File: src/hw/rtl/mwcma_pkg.sv
// ----------------------------------------------------------------------------
// mwcma_pkg: shared types for the multi-width centered moving average
// Stage load strobes passed from the top level to the window units, and
// the fixed output format.
// ----------------------------------------------------------------------------
package mwcma_pkg;

	// unsigned Q.8 result field
	localparam int OUT_WIDTH = 24;
	localparam int FRAC_BITS = 8;
	localparam int IN_WIDTH  = 16;

	// load strobes of the shared pipeline, one per stage after the taps
	typedef struct packed {
		logic ld_sum;  // tap data folded into the running sums
		logic ld_mul;  // sum times reciprocal
		logic ld_chk;  // estimate times window length
		logic ld_out;  // corrected quotient into the output register
	} adv_t;

endpackage

File: src/hw/rtl/mwcma_win.sv
// ----------------------------------------------------------------------------
// mwcma_win: one averaging window
// Keeps the running window sum and divides sum*256 by 2*HALF+1 through a
// reciprocal multiply, a back-multiply and a one-step correction.
// ----------------------------------------------------------------------------
module mwcma_win #(
	parameter int HALF        = 10,
	parameter int COUNT_WIDTH = 16
) (
	input  logic                              clk,
	input  logic                              arst_n,
	input  mwcma_pkg::adv_t                   adv,
	input  logic [COUNT_WIDTH-1:0]            add_val,
	input  logic [COUNT_WIDTH-1:0]            sub_val,
	output logic [mwcma_pkg::OUT_WIDTH-1:0]   avg
);

	localparam int OW   = mwcma_pkg::OUT_WIDTH;
	localparam int LEN  = 2 * HALF + 1;
	localparam int LW   = $clog2(LEN + 1);
	localparam int SW   = COUNT_WIDTH + $clog2(LEN + 1);
	localparam int K    = SW + mwcma_pkg::FRAC_BITS;
	localparam int RW   = K;
	localparam int MW   = K - (LW - 1);
	localparam int PW   = SW + MW;
	localparam longint unsigned M_FULL = (64'd1 << K) / LEN;
	localparam logic [MW-1:0] M_V   = M_FULL[MW-1:0];
	localparam logic [LW-1:0] LEN_V = LW'(LEN);
	localparam logic [RW-1:0] LEN_R = RW'(LEN);

	logic [SW-1:0]    sum_q;
	logic [PW-1:0]    prod_s3;
	logic [SW-1:0]    sum_s3;
	logic [MW-1:0]    qe_s4;
	logic [RW-1:0]    qlen_s4;
	logic [RW-1:0]    x_s4;
	logic [MW-1:0]    qe;
	logic [MW+LW-1:0] qlen_full;
	logic [RW-1:0]    rem;
	logic [MW:0]      q_fix;
	logic [OW-1:0]    avg_q;

	// (sum*256)*M >> K, expressed on the unshifted sum: drop the low SW bits
	assign qe        = prod_s3[PW-1:SW];
	assign qlen_full = qe * LEN_V;
	assign rem       = x_s4 - qlen_s4;
	// estimate is never high and at most one low
	assign q_fix     = {1'b0, qe_s4} + {{MW{1'b0}}, (rem >= LEN_R)};

	always_ff @(posedge clk or negedge arst_n) begin
		if (!arst_n) begin
			sum_q <= '0;
		end else if (adv.ld_sum) begin
			sum_q <= sum_q + SW'(add_val) - SW'(sub_val);
		end
	end

	always_ff @(posedge clk) begin
		if (adv.ld_mul) begin
			prod_s3 <= sum_q * M_V;
			sum_s3  <= sum_q;
		end
		if (adv.ld_chk) begin
			qe_s4   <= qe;
			qlen_s4 <= qlen_full[RW-1:0];
			x_s4    <= {sum_s3, {mwcma_pkg::FRAC_BITS{1'b0}}};
		end
		if (adv.ld_out) begin
			avg_q <= OW'(q_fix);
		end
	end

	assign avg = avg_q;

endmodule

File: config.mk
export PLATFORM = sky130hd
export DESIGN_NAME = mwcma_win
export DESIGN_NICKNAME = d
export VERILOG_FILES = /design/src/hw/rtl/mwcma_pkg.sv /design/src/hw/rtl/mwcma_win.sv
export SDC_FILE = /design/constraint.sdc
export NUM_CORES = 1
export LEC_CHECK = 0
export ABC_AREA = 1
export BUFFER_PORTS_ARGS = -buffer_cell sky130_fd_sc_hd__buf_4
export CORE_ASPECT_RATIO = 0.8
export CORE_MARGIN = 2
export CORE_UTILIZATION = 40
export DETAILED_ROUTE_END_ITERATION = 12
export GPL_ROUTABILITY_DRIVEN = 0
export GPL_TIMING_DRIVEN = 0
export PLACE_DENSITY_LB_ADDON = 0.05
export SLEW_MARGIN = 20
export SYNTH_ARGS = -nofsm -noshare
export SYNTH_HDL_FRONTEND = slang
export SYNTH_SLANG_ARGS = --single-unit
File: constraint.sdc
create_clock -name clk -period 5.8 [get_ports clk]
set_input_delay 0.29 -clock clk [delete_from_list [all_inputs] [get_ports clk]]
set_output_delay 0.29 -clock clk [all_outputs]
set_load 0.02 [all_outputs]
==> results of run 1 <==
cells in the mapped netlist (28+ instances only):
master	n
a21oi_1	116
edfxtp_1	142
fa_1	112
ha_1	293
inv_1	487
nand2_1	372
nand3_1	80
nand4_1	28
nor2_1	153
o21ai_0	73
xnor2_1	32
xor2_1	60
sequential cells by signal (all words and copies together) (netlist names):
name     flops
prod_s3     30
sum_q       21
avg         24
sum_s3      16
qlen_s4     27
qe_s4       24
x_s4        21
per-stage QoR:
stage | cell area [sq um] | cells | setup TNS (ps) | hold slack (ps) | setup WS (ps)
detailed placement | 19000 | 2765 | -2170 | 187 | -275
finish | 19700 | 2802 | 0 | 209 | 164
CTS | 19600 | 2800 | 0 | 189 | 1.86
floorplan | 17800 | 2102 | 0 | -5.59 | 465
global placement | 19000 | 2765 | -1680 | 183 | -266
global route | 19700 | 2802 | -30.0 | 204 | -20.0
final cells by class:
class                      instances  area share, %
tap                              603           3.82
buffer                             4         0.0761
sequential                       163           24.3
inverter                         488           9.28
multi-input combinational       1447           56.9
clock buffer                      22           2.62
clock inverter                    10          0.469
timing repair buffer              65           2.48
worst min-delay path: cells and delay by family:
| family | cells | cell delay (ps) |
|---|---|---|
| simple gates | 1 | 50 |
| buf+inv | 1 | 80 |
| compound gates | 1 | 60 |
| fa+ha+maj | 1 | 120 |
worst max-delay path by stage:
stage | end
floorplan | prod_s3[44]$_DFFE_PP_
global placement | prod_s3[44]$_DFFE_PP_
detailed placement | prod_s3[44]$_DFFE_PP_
CTS | prod_s3[43]$_DFFE_PP_
global route | prod_s3[29]$_DFFE_PP_
finish | prod_s3[45]$_DFFE_PP_
repair_timing:
| item | 4_1_cts | 5_1_grt |
|---|---|---|
| cloned | 0 | 0 |
| pin swaps | 0 | 4 |
| setup buffers | 2 | 2 |
| hold buffers | 1 | 0 |
| setup endpoints to repair | 16 | 20 |
| resized for setup | 8 | 29 |
| hold endpoints to repair | 21 | 0 |
routing by layer:
metal	up-vias	track usage (%)
met5	-	0
met4	0	3.58
met3	21	2.03
met2	219	33.3
met1	6451	30.4
li1	6953	-
cells by family after synthesis:
logic type	after synthesis	share of synthesized area, %
simple gates	698	17.0
buf+inv	492	10.4
fa+ha+maj	405	33.2
compound gates	252	7.93
flops	163	26.9
xor+xnor	92	4.53
==> run metrics, run 1 <==
Cell Area, Synth=0.0178 sq mm; top routing layer used=met4; clock slew at reported path FFs=70 ps; Worst Setup SP=sum_q[13]$_DFFE_PN0P_; global-route wire length before repair=~73 mm; worst skew pair latency=around 430 ps; Yosys top cell area share=a little under a quarter; post-route minimum period=5640 ps; synthesis-to-finish area growth=11.0%; Worst-Margin Slew=about 920 ps; worst-case reg-to-reg path depth=22; fin crit share=a little over nine tenths; Synth cell types=46; Util after Layout=~45%; class of the worst hold path=in2reg; relative slew slack=38.7%; Mapped Nets=around 2.5k; post-synthesis register bit count=163; cell count after synthesis=between 2k and 2.5k; Max-Cap Viols=0; CTS tree=done; most common cell after layout, fill and taps aside=inv_1; Worst Path Arrival=between 5000 and 6000 ps; H-tree levels=4; multi-input logic area=between 0.01 and 0.015 sq mm; R2R setup slack=160 ps; worst endpoint required time=slightly below 6000 ps; unrepaired setup endpoints after global routing=true; die area=about 0.046 sq mm; num ports=62; Crit. End Element=flip-flop; Top FF cell, synth=edfxtp_1; delay-heaviest family, CP=adder cells; outcome=completed; drt via density=4.87; CP bufs+invs=6; Core ar.=around 0.044 sq mm; Yosys top cell by area=edfxtp_1; Max Root-Sink Buffers=2; worst reg2reg path endpoint=prod_s3[45]$_DFFE_PP_; sequential area share after synthesis=a little over a quarter; Final Skew=about 15 ps; vias in the first global route=between 10k and 15k; PortBufs=60; metal2 WL=just over 20 mm; Final nets=2,629; startpoint types=flip-flop; f_max=approximately 0.18 GHz; initial core utilization=roughly two fifths; DRT Wirelength=roughly 46 mm; met1 WL=around 23 mm; ant diodes=0; share of cells above drive strength 1=approximately 6.6%; Setup Crit Path Kind=reg2reg; antenna violations before repair=1; DIE WIDTH=around 240 um; Met3 Wirelength=1.26 mm; critical path cell sequence=inv_1, ha_1, inv_1, ha_1, ha_1, inv_1, fa_1, inv_1, fa_1, inv_1, fa_1, inv_1, fa_1, ha_2, nand2_2, nor2_4, nand2_1, or2_2, nand3_2, nand2_1, nand2_1, xor2_1; Levels on crit path=22; Hold Crit Endpoint=sum_q[0]$_DFFE_PN0P_; clk sinks=roughly 160; CP max FO=6; Yosys Warn Count=0; Final Max Slew Viols=0; Post-DRT Antenna Nets=0; hpwl dp=just under 40 mm; Hold Startpoint=add_val[0]; CP max stage delay=580 ps; remaining routing DRC violations=0; Post-Syn Area per Cell=between 8 and 9 sq um; Sequential Area=~0.0048 sq mm; Hold Crit Depth=4; worst reg2reg startpoint=sum_q[13]$_DFFE_PN0P_; row cnt=slightly below 70; DRT iter0 DRCs=between 700 and 800; number of CTS-inserted buffers=17; total number of vias=approximately 14k; wire length per cell=~16 um; commonest cells after routing, fill and taps aside=inv_1, nand2_1, ha_1, nor2_1, edfxtp_1; GRT Util Overall=20.7%; Final setup viols=0; CP dominant cell by count=inv_1; Hold Vio Cnt, Final=0; DR pass1 iterations=6; ys async rst share=12.9%; Die Y=about 190 um; Worst path slowest cell=fa_1; GR Overflow Total=0; EDFF count, synth=~140; largest net degree at the start of global routing=73; synth top area cells=edfxtp_1, ha_1, fa_1, inv_1, nand2_1; clock root cell=clkbuf_16; Fillers=about 4.5k
Power of run 1 is not shown: default switching activity piles up to over one toggle a cycle in this logic, so the estimate is an artifact.
==> inputs of run 2 (changes only) <==
CTS_BUF_LIST = sky130_fd_sc_hd__clkbuf_8   (was default)
==> run metrics, run 2 (same netlist as run 1, synthesis figures left out) <==
Post-DRT Antenna Nets=0 (unchanged); PnR worst setup slack=211 ps (+46.8 ps); post-route minimum period=5590 ps (-46.8 ps); total number of vias=13.7k (+0.19%); DR pass1 iterations=5 (-1); f_max=0.179 GHz (+0.84%); commonest cells after routing, fill and taps aside=inv_1, nand2_1, ha_1, nor2_1, edfxtp_1; DIE WIDTH=240 um (unchanged); CP dominant cell by count=inv_1; wire length per cell=16.3 um (+0.13%); Final Max Slew Viols=0 (unchanged); class of the worst hold path=in2reg; Largest register FFs=30 (unchanged); delay-heaviest family, CP=adder cells; Design Area, Final=0.0196 sq mm (-0.90%); GRT Util Overall=20.6% (-0.052 points); Hold Vio Cnt, Final=0 (unchanged); Max Root-Sink Buffers=2 (unchanged); num ports=62 (unchanged); ant diodes=0 (unchanged); final cell count without fillers=2,801 (-0.036%); drt via density=4.88 (+0.23%); clock root cell=clkbuf_8; most flop-heavy register=prod_s3; outcome=completed; antenna violations before repair=1 (unchanged); most common cell after layout, fill and taps aside=inv_1; synthesis-to-finish area growth=10.0%; GR Overflow Total=0 (unchanged); Final Skew=23.7 ps (+8.98 ps); CP max FO=6 (unchanged); DP Worst Slack=-275 ps (unchanged); Final setup viols=0 (unchanged); CP bufs+invs=6 (unchanged); startpoint types=flip-flop; Worst Path Arrival=5800 ps (about the same); relative slew slack=38.1% (-0.53 points); CP max stage delay=580 ps (about the same); H-tree levels=4 (unchanged); CTS tree=done; Placed Area=0.0190 sq mm (unchanged); hpwl dp=39.4 mm (unchanged); share of cells above drive strength 1=6.60% (-0.042 points); Final nets=2,628 (-0.038%); PortBufs=60 (unchanged); clk sinks=163 (unchanged); DRT Wirelength=45.5 mm (about the same); Max-Cap Viols=0 (unchanged); fin crit share=96.4% (-0.81 points); Setup Crit Path Kind=reg2reg; worst skew pair latency=460 ps (+30 ps); critical path cell sequence=inv_1, ha_1, inv_1, ha_1, ha_1, inv_1, fa_1, inv_1, fa_1, inv_1, fa_1, inv_1, fa_1, ha_2, nand2_2, nor2_4, nand2_1, or2_2, nand3_2, nand2_1, nand2_1, xor2_1; placed insts=2,765 (unchanged); clock slew at reported path FFs=110 ps (+40 ps); global-route wire length before repair=73.0 mm (-0.17%); Core ar.=0.0441 sq mm (unchanged); Largest regs=prod_s3: 30 flops, qlen_s4: 27 flops; Worst path slowest cell=fa_1; worst endpoint required time=6010 ps (+40 ps); Crit. End Element=flip-flop; largest net degree at the start of global routing=73 (unchanged); Worst-Margin Slew=928 ps (+7.97 ps); die area=0.0462 sq mm (unchanged); remaining routing DRC violations=0 (unchanged); Die Y=193 um (unchanged); initial core utilization=40.3% (unchanged); row cnt=69 (unchanged); number of CTS-inserted buffers=17 (unchanged); DRT iter0 DRCs=755 (-3.2%); vias in the first global route=13.6k (-0.17%)
## run 2: final cells by class
| class | count | area [sq um] |
|---|---|---|
| fill | 4489 | 24600 |
| inverter | 488 | 1830 |
| sequential | 163 | 4800 |
| buffer | 4 | 15.0 |
| multi-input combinational | 1447 | 11200 |
| clock buffer | 18 | 248 |
| tap | 603 | 754 |
| timing repair buffer | 64 | 483 |
| clock inverter | 14 | 186 |
## run 2: path summary, 6_finish.rpt
path / startpoint / to / slack, ps / cells past startpoint
setup / recovery: sum_q[13]$_DFFE_PN0P_ / prod_s3[45]$_DFFE_PP_ / 210 / 22
hold / removal: add_val[0] / sum_q[0]$_DFFE_PN0P_ / 180 / 4
setup reg to reg: sum_q[13]$_DFFE_PN0P_ / prod_s3[45]$_DFFE_PP_ / 210 / 22
hold reg to reg: sum_s3[20]$_DFFE_PP_ / x_s4[28]$_DFFE_PP_ / 430 / 0
max in group asynchronous: arst_n / sum_q[13]$_DFFE_PN0P_ / 5320 / 2
min in group asynchronous: arst_n / sum_q[17]$_DFFE_PN0P_ / 240 / 2
## run 2: worst reg2reg max path: cells and delay by family, from the launching register on
family        cells  cell delay [ps]
buf+inv           6              410
simple gates      7              940
flops             1              480
xor+xnor          1               80
fa+ha+maj         8             3430
## run 2: routing by layer
metal	part of all wire (%)	wire, um	track usage [%]
met5	0	0	0
met4	0.75	342	3.22
met3	3.7	1670	2.07
met2	45	20600	33.3
met1	50	23000	30.4
## run 2: through the flow
| stage | utilization, % | hold slack (ps) | TNS, ps |
|---|---|---|---|
| after CTS | 44.1 | 141 | -12.0 |
| after global placement | 43.0 | 183 | -1680 |
| after global routing | 44.3 | 152 | -10.0 |
| final | 44.3 | 181 | 0 |
| after floorplan | - | -5.59 | 0 |
| after detailed placement | 43.0 | 187 | -2170 |
## run 2: what timing repair did
| action | 4_1_cts | 5_1_grt |
|---|---|---|
| pin swaps | 0 | 2 |
| hold buffers | 1 | 0 |
| endpoints found under the hold margin | 21 | 0 |
| gates resized for setup | 8 | 29 |
| setup buffers | 2 | 1 |
| setup endpoints to repair | 16 | 20 |
Power of run 2 is left out for the same reason.
